<file path="src/design/tsbf_pkg.sv">
// Package for the TCP scan and blocklist filter.
// Holds item codes, frame offsets, drop reasons and the queue entry type.
// No dependencies; the top, front end, queue and back end refer to it by scoped names.
package tsbf_pkg;

    localparam int DEF_BLOCK_ENTRIES = 16;
    localparam int DEF_COUNT_BITS    = 14;
    localparam int QUEUE_DEPTH       = 4;

    // Input item kinds.
    localparam logic [1:0] KIND_FRAME  = 2'd0;
    localparam logic [1:0] KIND_INSERT = 2'd1;
    localparam logic [1:0] KIND_REMOVE = 2'd2;

    // Operations carried through the queue.
    localparam logic [1:0] OP_JUDGE  = 2'd0;
    localparam logic [1:0] OP_INSERT = 2'd1;
    localparam logic [1:0] OP_REMOVE = 2'd2;

    // Drop reasons.
    localparam logic [2:0] REASON_NONE      = 3'd0;
    localparam logic [2:0] REASON_SHORT_ETH = 3'd1;
    localparam logic [2:0] REASON_SHORT_IP  = 3'd2;
    localparam logic [2:0] REASON_SHORT_TCP = 3'd3;
    localparam logic [2:0] REASON_XMAS      = 3'd4;
    localparam logic [2:0] REASON_FIN       = 3'd5;
    localparam logic [2:0] REASON_NULL      = 3'd6;
    localparam logic [2:0] REASON_BLOCKED   = 3'd7;

    // Frame layout and length limits, in bytes.
    localparam int ETH_LEN       = 14;
    localparam int IP_MIN_END    = 34;
    localparam int TCP_LEN       = 20;
    localparam int POS_IHL       = 14;
    localparam int POS_PROTO     = 23;
    localparam int POS_SRC_FIRST = 26;
    localparam int POS_SRC_LAST  = 29;
    localparam int OFS_PORT_HI   = 2;
    localparam int OFS_PORT_LO   = 3;
    localparam int OFS_FLAGS     = 13;

    localparam logic [7:0] PROTO_TCP  = 8'd6;
    localparam logic [7:0] FLAGS_XMAS = 8'h29;
    localparam logic [7:0] FLAGS_FIN  = 8'h01;
    localparam logic [7:0] FLAGS_NULL = 8'h00;
    localparam int FLAG_SYN_BIT = 1;
    localparam int FLAG_ACK_BIT = 4;

    typedef struct packed {
        logic [1:0]  op;
        logic [31:0] addr;     // source address for a judge, table address otherwise
        logic        lookup;   // the verdict still depends on the blocklist
        logic        verdict;
        logic [2:0]  reason;
        logic        report;
        logic [15:0] port;
    } qentry_t;

endpackage

</file>
<file path="src/design/tsbf_in_if.sv">
// Input channel of the filter: frame bytes and blocklist edits.
// Stand-alone interface; no dependencies.
interface tsbf_in_if;
    logic        valid;
    logic        ready;
    logic [1:0]  kind;
    logic [7:0]  data_byte;
    logic        last;
    logic [31:0] block_address;

    modport source (output valid, kind, data_byte, last, block_address, input ready);
    modport sink   (input valid, kind, data_byte, last, block_address, output ready);
endinterface

</file>
<file path="src/design/tsbf_out_if.sv">
// Result channel of the filter: one verdict beat per frame.
// Stand-alone interface; no dependencies.
interface tsbf_out_if;
    logic        valid;
    logic        ready;
    logic        verdict;
    logic [2:0]  reason;
    logic        report;
    logic [15:0] dest_port;
    logic [31:0] source_ip;

    modport source (output valid, verdict, reason, report, dest_port, source_ip, input ready);
    modport sink   (input valid, verdict, reason, report, dest_port, source_ip, output ready);
endinterface

</file>
<file path="src/design/tcp_scan_and_blocklist_filter_top.sv">
// TCP scan and blocklist filter, top level.
// Takes one input beat per cycle while the queue is not full; the final byte of a frame
// yields its verdict beat through the queue and the back end's output register when the
// result side is not stalled, one verdict per cycle at most. The rate is set by the front
// end's byte capture and the back end's lookup. A four-entry queue parts the two ends.
// Reset is asynchronous, active low, and empties the blocklist, the queue and the frame capture at once.
module tcp_scan_and_blocklist_filter_top #(
    parameter int BLOCK_ENTRIES = tsbf_pkg::DEF_BLOCK_ENTRIES,
    parameter int COUNT_BITS    = tsbf_pkg::DEF_COUNT_BITS
) (
    input  logic       clk,
    input  logic       rst_n,
    tsbf_in_if.sink    item,
    tsbf_out_if.source result
);

    logic              push;
    logic              pop;
    logic              full;
    logic              nonempty;
    tsbf_pkg::qentry_t push_data;
    tsbf_pkg::qentry_t head;

    tsbf_front #(
        .COUNT_BITS (COUNT_BITS)
    ) u_front (
        .clk        (clk),
        .rst_n      (rst_n),
        .item       (item),
        .queue_full (full),
        .push       (push),
        .push_data  (push_data)
    );

    tsbf_queue u_queue (
        .clk       (clk),
        .rst_n     (rst_n),
        .push      (push),
        .push_data (push_data),
        .pop       (pop),
        .full      (full),
        .nonempty  (nonempty),
        .head      (head)
    );

    tsbf_back #(
        .BLOCK_ENTRIES (BLOCK_ENTRIES)
    ) u_back (
        .clk      (clk),
        .rst_n    (rst_n),
        .nonempty (nonempty),
        .head     (head),
        .pop      (pop),
        .result   (result)
    );

endmodule

</file>
<file path="src/design/tsbf_front.sv">
// Front end: accepts input beats, captures header fields and classifies frames.
// Depends on tsbf_pkg and tsbf_in_if; pushes judge and table operations to the queue.
module tsbf_front #(
    parameter int COUNT_BITS = tsbf_pkg::DEF_COUNT_BITS
) (
    input  logic              clk,
    input  logic              rst_n,
    tsbf_in_if.sink           item,
    input  logic              queue_full,
    output logic              push,
    output tsbf_pkg::qentry_t push_data
);

    logic [COUNT_BITS-1:0] count_reg, count_next;
    logic [3:0]            hw_reg, hw_next;
    logic [7:0]            proto_reg, proto_next;
    logic [31:0]           src_reg, src_next;
    logic [7:0]            flags_reg, flags_next;
    logic [15:0]           port_reg, port_next;
    logic [COUNT_BITS-1:0] tcp_start;
    logic [COUNT_BITS-1:0] tcp_end;
    logic                  accept;
    logic                  is_frame;
    logic                  is_edit;

    assign item.ready = !queue_full;
    assign accept     = item.valid && item.ready;
    assign is_frame   = item.kind == tsbf_pkg::KIND_FRAME;
    assign is_edit    = item.kind == tsbf_pkg::KIND_INSERT
                     || item.kind == tsbf_pkg::KIND_REMOVE;

    assign tcp_start = COUNT_BITS'(tsbf_pkg::ETH_LEN) + COUNT_BITS'({hw_reg, 2'b00});

    // Field values with the current byte folded in.
    always_comb
    begin
        hw_next    = hw_reg;
        proto_next = proto_reg;
        src_next   = src_reg;
        flags_next = flags_reg;
        port_next  = port_reg;
        if (count_reg == COUNT_BITS'(tsbf_pkg::POS_IHL))
        begin
            hw_next = item.data_byte[3:0];
        end
        if (count_reg == COUNT_BITS'(tsbf_pkg::POS_PROTO))
        begin
            proto_next = item.data_byte;
        end
        if (count_reg >= COUNT_BITS'(tsbf_pkg::POS_SRC_FIRST)
            && count_reg <= COUNT_BITS'(tsbf_pkg::POS_SRC_LAST))
        begin
            src_next = {src_reg[23:0], item.data_byte};
        end
        if (count_reg == tcp_start + COUNT_BITS'(tsbf_pkg::OFS_PORT_HI))
        begin
            port_next[15:8] = item.data_byte;
        end
        if (count_reg == tcp_start + COUNT_BITS'(tsbf_pkg::OFS_PORT_LO))
        begin
            port_next[7:0] = item.data_byte;
        end
        if (count_reg == tcp_start + COUNT_BITS'(tsbf_pkg::OFS_FLAGS))
        begin
            flags_next = item.data_byte;
        end
    end

    assign count_next = (count_reg == '1) ? count_reg : count_reg + 1'b1;
    assign tcp_end    = COUNT_BITS'(tsbf_pkg::ETH_LEN + tsbf_pkg::TCP_LEN)
                      + COUNT_BITS'({hw_next, 2'b00});

    // Classification of the frame as it stands after this byte. Everything but
    // the blocklist lookup is settled here.
    always_comb
    begin
        push_data         = '0;
        push_data.op      = tsbf_pkg::OP_JUDGE;
        push_data.addr    = src_next;
        push_data.verdict = 1'b1;
        if (!is_frame)
        begin
            push_data.op      = (item.kind == tsbf_pkg::KIND_INSERT)
                              ? tsbf_pkg::OP_INSERT : tsbf_pkg::OP_REMOVE;
            push_data.addr    = item.block_address;
            push_data.verdict = 1'b0;
        end
        else if (count_next < COUNT_BITS'(tsbf_pkg::ETH_LEN))
        begin
            push_data.reason = tsbf_pkg::REASON_SHORT_ETH;
        end
        else if (count_next < COUNT_BITS'(tsbf_pkg::IP_MIN_END))
        begin
            push_data.reason = tsbf_pkg::REASON_SHORT_IP;
        end
        else if (proto_next != tsbf_pkg::PROTO_TCP)
        begin
            push_data.verdict = 1'b0;
        end
        else if (count_next < tcp_end)
        begin
            push_data.reason = tsbf_pkg::REASON_SHORT_TCP;
        end
        else if ((flags_next & tsbf_pkg::FLAGS_XMAS) == tsbf_pkg::FLAGS_XMAS)
        begin
            push_data.reason = tsbf_pkg::REASON_XMAS;
        end
        else if (flags_next == tsbf_pkg::FLAGS_FIN)
        begin
            push_data.reason = tsbf_pkg::REASON_FIN;
        end
        else if (flags_next == tsbf_pkg::FLAGS_NULL)
        begin
            push_data.reason = tsbf_pkg::REASON_NULL;
        end
        else
        begin
            push_data.verdict = 1'b0;
            push_data.lookup  = 1'b1;
            push_data.report  = !flags_next[tsbf_pkg::FLAG_SYN_BIT]
                             || flags_next[tsbf_pkg::FLAG_ACK_BIT];
            push_data.port    = push_data.report ? port_next : 16'd0;
        end
    end

    assign push = accept && ((is_frame && item.last) || is_edit);

    always_ff @(posedge clk or negedge rst_n)
    begin
        if (!rst_n)
        begin
            count_reg <= '0;
            hw_reg    <= '0;
            proto_reg <= '0;
            src_reg   <= '0;
            flags_reg <= '0;
            port_reg  <= '0;
        end
        else if (accept && is_frame)
        begin
            if (item.last)
            begin
                count_reg <= '0;
                hw_reg    <= '0;
                proto_reg <= '0;
                src_reg   <= '0;
                flags_reg <= '0;
                port_reg  <= '0;
            end
            else
            begin
                count_reg <= count_next;
                hw_reg    <= hw_next;
                proto_reg <= proto_next;
                src_reg   <= src_next;
                flags_reg <= flags_next;
                port_reg  <= port_next;
            end
        end
    end

endmodule

</file>
<file path="src/design/tsbf_queue.sv">
// Short in-order queue between the front end and the back end.
// Depends on tsbf_pkg for the entry type and depth.
module tsbf_queue (
    input  logic              clk,
    input  logic              rst_n,
    input  logic              push,
    input  tsbf_pkg::qentry_t push_data,
    input  logic              pop,
    output logic              full,
    output logic              nonempty,
    output tsbf_pkg::qentry_t head
);

    localparam int PTR_W = (tsbf_pkg::QUEUE_DEPTH > 1) ? $clog2(tsbf_pkg::QUEUE_DEPTH) : 1;
    localparam int CNT_W = $clog2(tsbf_pkg::QUEUE_DEPTH + 1);

    tsbf_pkg::qentry_t slot_reg [tsbf_pkg::QUEUE_DEPTH];
    logic [PTR_W-1:0]  wr_ptr_reg, wr_ptr_next;
    logic [PTR_W-1:0]  rd_ptr_reg, rd_ptr_next;
    logic [CNT_W-1:0]  count_reg, count_next;

    assign full     = count_reg == CNT_W'(tsbf_pkg::QUEUE_DEPTH);
    assign nonempty = count_reg != '0;
    assign head     = slot_reg[rd_ptr_reg];

    assign wr_ptr_next = (wr_ptr_reg == PTR_W'(tsbf_pkg::QUEUE_DEPTH - 1))
                       ? '0 : wr_ptr_reg + 1'b1;
    assign rd_ptr_next = (rd_ptr_reg == PTR_W'(tsbf_pkg::QUEUE_DEPTH - 1))
                       ? '0 : rd_ptr_reg + 1'b1;

    always_comb
    begin
        count_next = count_reg;
        if (push && !pop)
        begin
            count_next = count_reg + 1'b1;
        end
        else if (pop && !push)
        begin
            count_next = count_reg - 1'b1;
        end
    end

    always_ff @(posedge clk or negedge rst_n)
    begin
        if (!rst_n)
        begin
            wr_ptr_reg <= '0;
            rd_ptr_reg <= '0;
            count_reg  <= '0;
        end
        else
        begin
            count_reg <= count_next;
            if (push)
            begin
                wr_ptr_reg <= wr_ptr_next;
            end
            if (pop)
            begin
                rd_ptr_reg <= rd_ptr_next;
            end
        end
    end

    always_ff @(posedge clk)
    begin
        if (push)
        begin
            slot_reg[wr_ptr_reg] <= push_data;
        end
    end

endmodule

</file>
<file path="src/design/tsbf_back.sv">
// Back end: holds the source blocklist, applies edits and finishes verdicts.
// Depends on tsbf_pkg and tsbf_out_if; drains the queue one entry per cycle, judges only while the result is free.
module tsbf_back #(
    parameter int BLOCK_ENTRIES = tsbf_pkg::DEF_BLOCK_ENTRIES
) (
    input  logic              clk,
    input  logic              rst_n,
    input  logic              nonempty,
    input  tsbf_pkg::qentry_t head,
    output logic              pop,
    tsbf_out_if.source        result
);

    logic [BLOCK_ENTRIES-1:0] valid_reg, valid_next;
    logic [31:0]              addr_reg [BLOCK_ENTRIES];
    logic [BLOCK_ENTRIES-1:0] hit_vec;
    logic [BLOCK_ENTRIES-1:0] free_vec;
    logic [BLOCK_ENTRIES-1:0] first_free;
    logic                     hit_any;
    logic                     do_insert;
    logic                     do_remove;
    logic                     do_judge;
    logic                     out_valid_reg;
    logic                     verdict_reg;
    logic [2:0]               reason_reg;
    logic                     report_reg;
    logic [15:0]              port_reg;
    logic [31:0]              ip_reg;

    // All entries are compared against the head address in parallel.
    always_comb
    begin
        for (int i = 0; i < BLOCK_ENTRIES; i++)
        begin
            hit_vec[i] = valid_reg[i] && (addr_reg[i] == head.addr);
        end
    end

    assign hit_any    = |hit_vec;
    assign free_vec   = ~valid_reg;
    assign first_free = free_vec & ((~free_vec) + BLOCK_ENTRIES'(1));

    always_comb
    begin
        do_judge  = 1'b0;
        do_insert = 1'b0;
        do_remove = 1'b0;
        unique case (head.op)
            tsbf_pkg::OP_JUDGE:  do_judge  = nonempty;
            tsbf_pkg::OP_INSERT: do_insert = nonempty;
            tsbf_pkg::OP_REMOVE: do_remove = nonempty;
            default:             ;
        endcase
    end

    // A judge needs a free output register; table edits always drain.
    assign pop = do_insert || do_remove || (do_judge && (!out_valid_reg || result.ready));

    always_comb
    begin
        valid_next = valid_reg;
        if (do_insert && !hit_any)
        begin
            valid_next = valid_reg | first_free;
        end
        else if (do_remove)
        begin
            valid_next = valid_reg & ~hit_vec;
        end
    end

    always_ff @(posedge clk or negedge rst_n)
    begin
        if (!rst_n)
        begin
            valid_reg     <= '0;
            out_valid_reg <= 1'b0;
        end
        else
        begin
            valid_reg <= valid_next;
            if (pop && do_judge)
            begin
                out_valid_reg <= 1'b1;
            end
            else if (result.ready)
            begin
                out_valid_reg <= 1'b0;
            end
        end
    end

    always_ff @(posedge clk)
    begin
        for (int i = 0; i < BLOCK_ENTRIES; i++)
        begin
            if (do_insert && !hit_any && first_free[i])
            begin
                addr_reg[i] <= head.addr;
            end
        end
    end

    always_ff @(posedge clk)
    begin
        if (pop && do_judge)
        begin
            if (head.lookup && hit_any)
            begin
                verdict_reg <= 1'b1;
                reason_reg  <= tsbf_pkg::REASON_BLOCKED;
                report_reg  <= 1'b0;
                port_reg    <= '0;
                ip_reg      <= '0;
            end
            else
            begin
                verdict_reg <= head.verdict;
                reason_reg  <= head.reason;
                report_reg  <= head.report;
                port_reg    <= head.port;
                ip_reg      <= head.report ? head.addr : 32'd0;
            end
        end
    end

    assign result.valid     = out_valid_reg;
    assign result.verdict   = verdict_reg;
    assign result.reason    = reason_reg;
    assign result.report    = report_reg;
    assign result.dest_port = port_reg;
    assign result.source_ip = ip_reg;

endmodule
</file>
<file path="src/flat_wrapper.sv">
// flat-port wrapper written by rule: the top's interface ports become plain ports
module tcp_scan_and_blocklist_filter_top_flat 
#(
    parameter int BLOCK_ENTRIES = tsbf_pkg::DEF_BLOCK_ENTRIES,
    parameter int COUNT_BITS    = tsbf_pkg::DEF_COUNT_BITS
)
  (clk, rst_n, item_valid, item_kind, item_data_byte, item_last, item_block_address, item_ready, result_valid, result_verdict, result_reason, result_report, result_dest_port, result_source_ip, result_ready);
  tsbf_in_if item_i ();
  tsbf_out_if result_i ();
  input  logic clk;
  input  logic rst_n;
  input wire logic [$bits(item_i.valid)-1:0] item_valid;
  input wire logic [$bits(item_i.kind)-1:0] item_kind;
  input wire logic [$bits(item_i.data_byte)-1:0] item_data_byte;
  input wire logic [$bits(item_i.last)-1:0] item_last;
  input wire logic [$bits(item_i.block_address)-1:0] item_block_address;
  output wire logic [$bits(item_i.ready)-1:0] item_ready;
  output wire logic [$bits(result_i.valid)-1:0] result_valid;
  output wire logic [$bits(result_i.verdict)-1:0] result_verdict;
  output wire logic [$bits(result_i.reason)-1:0] result_reason;
  output wire logic [$bits(result_i.report)-1:0] result_report;
  output wire logic [$bits(result_i.dest_port)-1:0] result_dest_port;
  output wire logic [$bits(result_i.source_ip)-1:0] result_source_ip;
  input wire logic [$bits(result_i.ready)-1:0] result_ready;
  assign item_i.valid = item_valid;
  assign item_i.kind = item_kind;
  assign item_i.data_byte = item_data_byte;
  assign item_i.last = item_last;
  assign item_i.block_address = item_block_address;
  assign item_ready = item_i.ready;
  assign result_valid = result_i.valid;
  assign result_verdict = result_i.verdict;
  assign result_reason = result_i.reason;
  assign result_report = result_i.report;
  assign result_dest_port = result_i.dest_port;
  assign result_source_ip = result_i.source_ip;
  assign result_i.ready = result_ready;
  tcp_scan_and_blocklist_filter_top #(.BLOCK_ENTRIES(BLOCK_ENTRIES), .COUNT_BITS(COUNT_BITS)) u_core (.clk(clk), .rst_n(rst_n), .item(item_i), .result(result_i));
endmodule
</file>
<file path="config.mk">
export PLATFORM = sky130hd
export DESIGN_NAME = tcp_scan_and_blocklist_filter_top_flat
export DESIGN_NICKNAME = d
export VERILOG_FILES = /design/src/design/tsbf_pkg.sv /design/src/design/tsbf_in_if.sv /design/src/design/tsbf_out_if.sv /design/src/design/tcp_scan_and_blocklist_filter_top.sv /design/src/design/tsbf_front.sv /design/src/design/tsbf_queue.sv /design/src/design/tsbf_back.sv /design/src/flat_wrapper.sv
export SDC_FILE = /design/constraint.sdc
export NUM_CORES = 1
export LEC_CHECK = 0
export ABC_AREA = 1
export CAP_MARGIN = 30
export CELL_PAD_IN_SITES_DETAIL_PLACEMENT = 0
export CELL_PAD_IN_SITES_GLOBAL_PLACEMENT = 1
export CORE_UTILIZATION = 30
export CTS_CLUSTER_SIZE = 30
export DETAILED_ROUTE_END_ITERATION = 8
export DONT_BUFFER_PORTS = 1
export PLACE_DENSITY = 0.57
export SYNTH_ARGS = -nofsm -noshare
export SYNTH_HDL_FRONTEND = slang
export SYNTH_SLANG_ARGS = --single-unit
</file>
<file path="constraint.sdc">
create_clock -name clk -period 11.77 [get_ports clk]
set_input_delay 2.9425 -clock clk [delete_from_list [all_inputs] [get_ports clk]]
set_output_delay 2.9425 -clock clk [all_outputs]
set_load 0.005 [all_outputs]
</file>
==> run summary <==
### GRT
* **total overflow reported by the global router** 0
* **total track usage** 0.209
* **vias in the first global route** 29313
* **pin count of the biggest net entering global routing** 107
* **wire length of the first global-routing pass** 219 mm
* **initial antenna violation count** 5

### Cells and area
* **Final Cell Area** 49000 um^2
* **Final Non-Filler Cells** 6596
* **share of cells above drive strength 1** 0.0810
* **final net count** 4677
* **max reg flops** 512
* **layout-stage area growth over the synthesis result** 13.1%
* **core utilization of the finished layout** 0.341
* **antenna fix cells** 0

### Yosys
* **synthesized area** 43300 um^2
* **most instantiated flip-flop cell in the synthesis netlist** edfxtp_1
* **per-instance average area after synthesis** 9.46 um^2
* **nets in the synthesized netlist** 4653
* **synthesized instance count** 4581
* **synth cell count leaders** nand2_1 (1587), edfxtp_1 (789), inv_1 (630), nand3_1 (422), nor2_1 (286)
* **largest area contributor in the netlist** edfxtp_1
* **Yosys reg bits** 895
* **Async SR Flop Fraction** 0.118
* **number of distinct library cell variants in the gate-level netlist after synthesis** 47
* **share of Yosys cell area claimed by the top area cell type** 0.547
* **Post-synth EDFFs** 789
* **Seq/Total Area, Yosys** 0.608
* **warnings from Yosys** 0
* **biggest area contributors in the synthesized netlist** edfxtp_1 (55%), nand2_1 (14%), dfrtp_1 (6.1%)
* **most common cell in the synthesized netlist** nand2_1

### Critical path
* **required arrival time at the worst endpoint** 12.14 ns
* **Worst path max stage delay** 0.92 ns
* **launch instance of the worst register-to-register path** u_core.u_queue.rd_ptr_reg[0]$_DFFE_PN0N_
* **slowest cell on the critical path** nor3_4
* **critical path's most frequent cell** nand2_1
* **maximum fanout encountered on the critical timing path** 66
* **type of origin of the critical path** register
* **arrival time reported for the critical path endpoint** 7.60 ns
* **category of the critical setup timing path** reg2reg
* **origin of the worst setup path** u_core.u_queue.rd_ptr_reg[0]$_DFFE_PN0N_
* **critical path endpoint category** register
* **critical-path cell list** inv_4 -> buf_4 -> nand2_1 -> nand3_1 -> nand2_2 -> inv_1 -> nand2_1 -> nand3_1 -> nor2_1 -> nand2_1 -> nor2_1 -> nand3_1 -> nand2_1 -> nor2_1 -> nand2_2 -> nor2_4 -> nand2_4 -> nor3_4 -> buf_4

### Power and ir drop
* **power per cell area** 273 nW/um^2
* **total power after layout** 13.4 mW
* **Max rail drop VDD** 0.223 mV
* **static leakage power** 20.6 nW

### STA
* **max-slew violation count** 0
* **worst max-slew margin expressed relative to the limit** 0.275
* **Final min period** 7.23 ns
* **maximum clock frequency** 138 MHz
* **final number of hold-violating endpoints** 0
* **setup repair after global routing missed its margin** false
* **endpoints failing setup** 0
* **Setup Total Neg Slack** 0 ns
* **share of the cycle needed by the critical path after routing** 0.614
* **clock skew after layout** 0.0555 ns
* **slew at the pin with the worst max-slew slack** 1.08 ns

### Clock network
* **count of clock tree sinks** 895
* **clock root buffer** clkbuf_16
* **clock buffers created by TritonCTS** 105
* **source-to-sink clock delay at the later pin of the worst-skew pair** 0.77 ns
* **CTS clock-pin slew for the worst setup and hold paths** 0.06 ns
* **TritonCTS clock tree** built
* **number of buffers inserted to repair setup after CTS** 0
* **number of hold buffers added after cts** 0
* **worst-case clock buffer depth** 3
* **count of instances resized after the clock tree is built** 0
* **number of H-tree branching levels** 3

### Detailed routing
* **DR iter-0 viols** 2961
* **WL/cell** 23.3 um
* **via count** 31569
* **wire length after detailed routing** 154 mm
* **detailed-router iteration count before antenna repair** 6
* **drt drc** 0
* **via count normalized by instance count** 4.79
* **remaining number of nets flagged by the antenna check after routing** 0

### Floorplan
* **die height** 382 um
* **width of the die** 382 um
* **Initial Utilization** 0.302
* **number of cell rows** 139
* **I/O pins** 102
* **die area** 146000 um^2
* **placeable core region** 143000 um^2

### Worst hold path
* **worst hold start** u_core.u_front.src_reg[25]$_DFFE_PN0P_
* **worst min-delay path category** reg2reg

### Placement
* **global placer's final weighted congestion** 0.905
* **cell count after placement** 6400
* **half-perimeter wire length after placement** 102 mm
* **placed cell area** 45500 um^2
* **IO buf count** 0

### Flow run
* **MaxCap Viol Count** 0

### Run status
* **result of the run** finished clean

==> worst max-delay path: cells and delay by family (launching register included) <==
kind,cells,cell delay (ns)
buffers and inverters,4,2.51
DFF,1,0.66
and+or+nand+nor,15,3.62
==> cells in the final DEF, fill, tap and decap left out, drive strengths merged <==
cell,count
nand2,1628
edfxtp,789
inv,655
nand3,475
nor2,300
o21ai,135
clkbuf,119
dfrtp,106
xor2,68
buf,66
o22ai,65
nand3b,60
clkinv,56
a21oi,36
ha,24
nand4,22
nor3,22
a32o,17
bufinv,12
or2,7
o211ai,6
clkinvlp,5
xnor2,4
nor4,4
o31ai,2
nor3b,2
a32oi,2
a22o,2
o21a,1
a211oi,1
mux2,1
fa,1
==> area by class of cell <==
| cell class | instances | area [um^2] |
|---|---|---|
| Sequential cell | 895 | 26400 |
| Timing Repair Buffer | 66 | 563 |
| Multi-Input combinational cell | 2885 | 13700 |
| Tap cell | 1903 | 2380 |
| Fill cell | 14543 | 94500 |
| Inverter | 652 | 2460 |
| Clock inverter | 76 | 823 |
| Clock buffer | 119 | 2690 |
==> where the power goes <==
part	switching, mW	internal [mW]	total [mW]
registers	0.230	4.35	4.58
logic	4.31	1.15	5.46
clock network	1.43	1.92	3.35
==> kinds of logic after synthesis <==
kind of cell	Yosys count	synth area share
flip-flops	895	0.608
buffers and inverters	801	0.0785
adder cells (fa/ha/maj)	25	0.00739
XOR/XNOR	72	0.0146
AO/OA/AOI/OAI	267	0.0360
multiplexers	1	0.000260
AND/OR/NAND/NOR	2520	0.255
==> through the flow <==
step | hold WS (ns) | worst slack (ns)
after floorplan | 0.453 | 5.33
after global placement | 0.469 | 4.54
after detailed placement | 0.476 | 4.55
after CTS | 0.491 | 4.53
after global routing | 0.511 | 4.24
final | 0.488 | 4.54
==> metal layers <==
metal	global-route usage	routed length [um]
met5	0	15
met4	0.0512	3490
met3	0.0343	9600
met2	0.332	70600
met1	0.296	70200
==> final timing paths <==
kind | to | slack [ns] | depth (start not counted)
worst max-delay path | u_core.u_back.addr_reg[1][53]$_DFFE_PP_ | 4.54 | 19
worst min-delay path | u_core.u_front.src_reg[25]$_DFFE_PN0P_ | 0.49 | 2
worst max register to register | u_core.u_back.addr_reg[1][53]$_DFFE_PP_ | 4.54 | 19
worst min register to register | u_core.u_front.src_reg[25]$_DFFE_PN0P_ | 0.49 | 2
max in group asynchronous | u_core.u_queue.rd_ptr_reg[0]$_DFFE_PN0N_ | 9.67 | 0
min in group asynchronous | u_core.u_front.count_reg[8]$_DFFE_PN0P_ | 1.89 | 0
No activity file was read; power rests on OpenSTA's default activity.
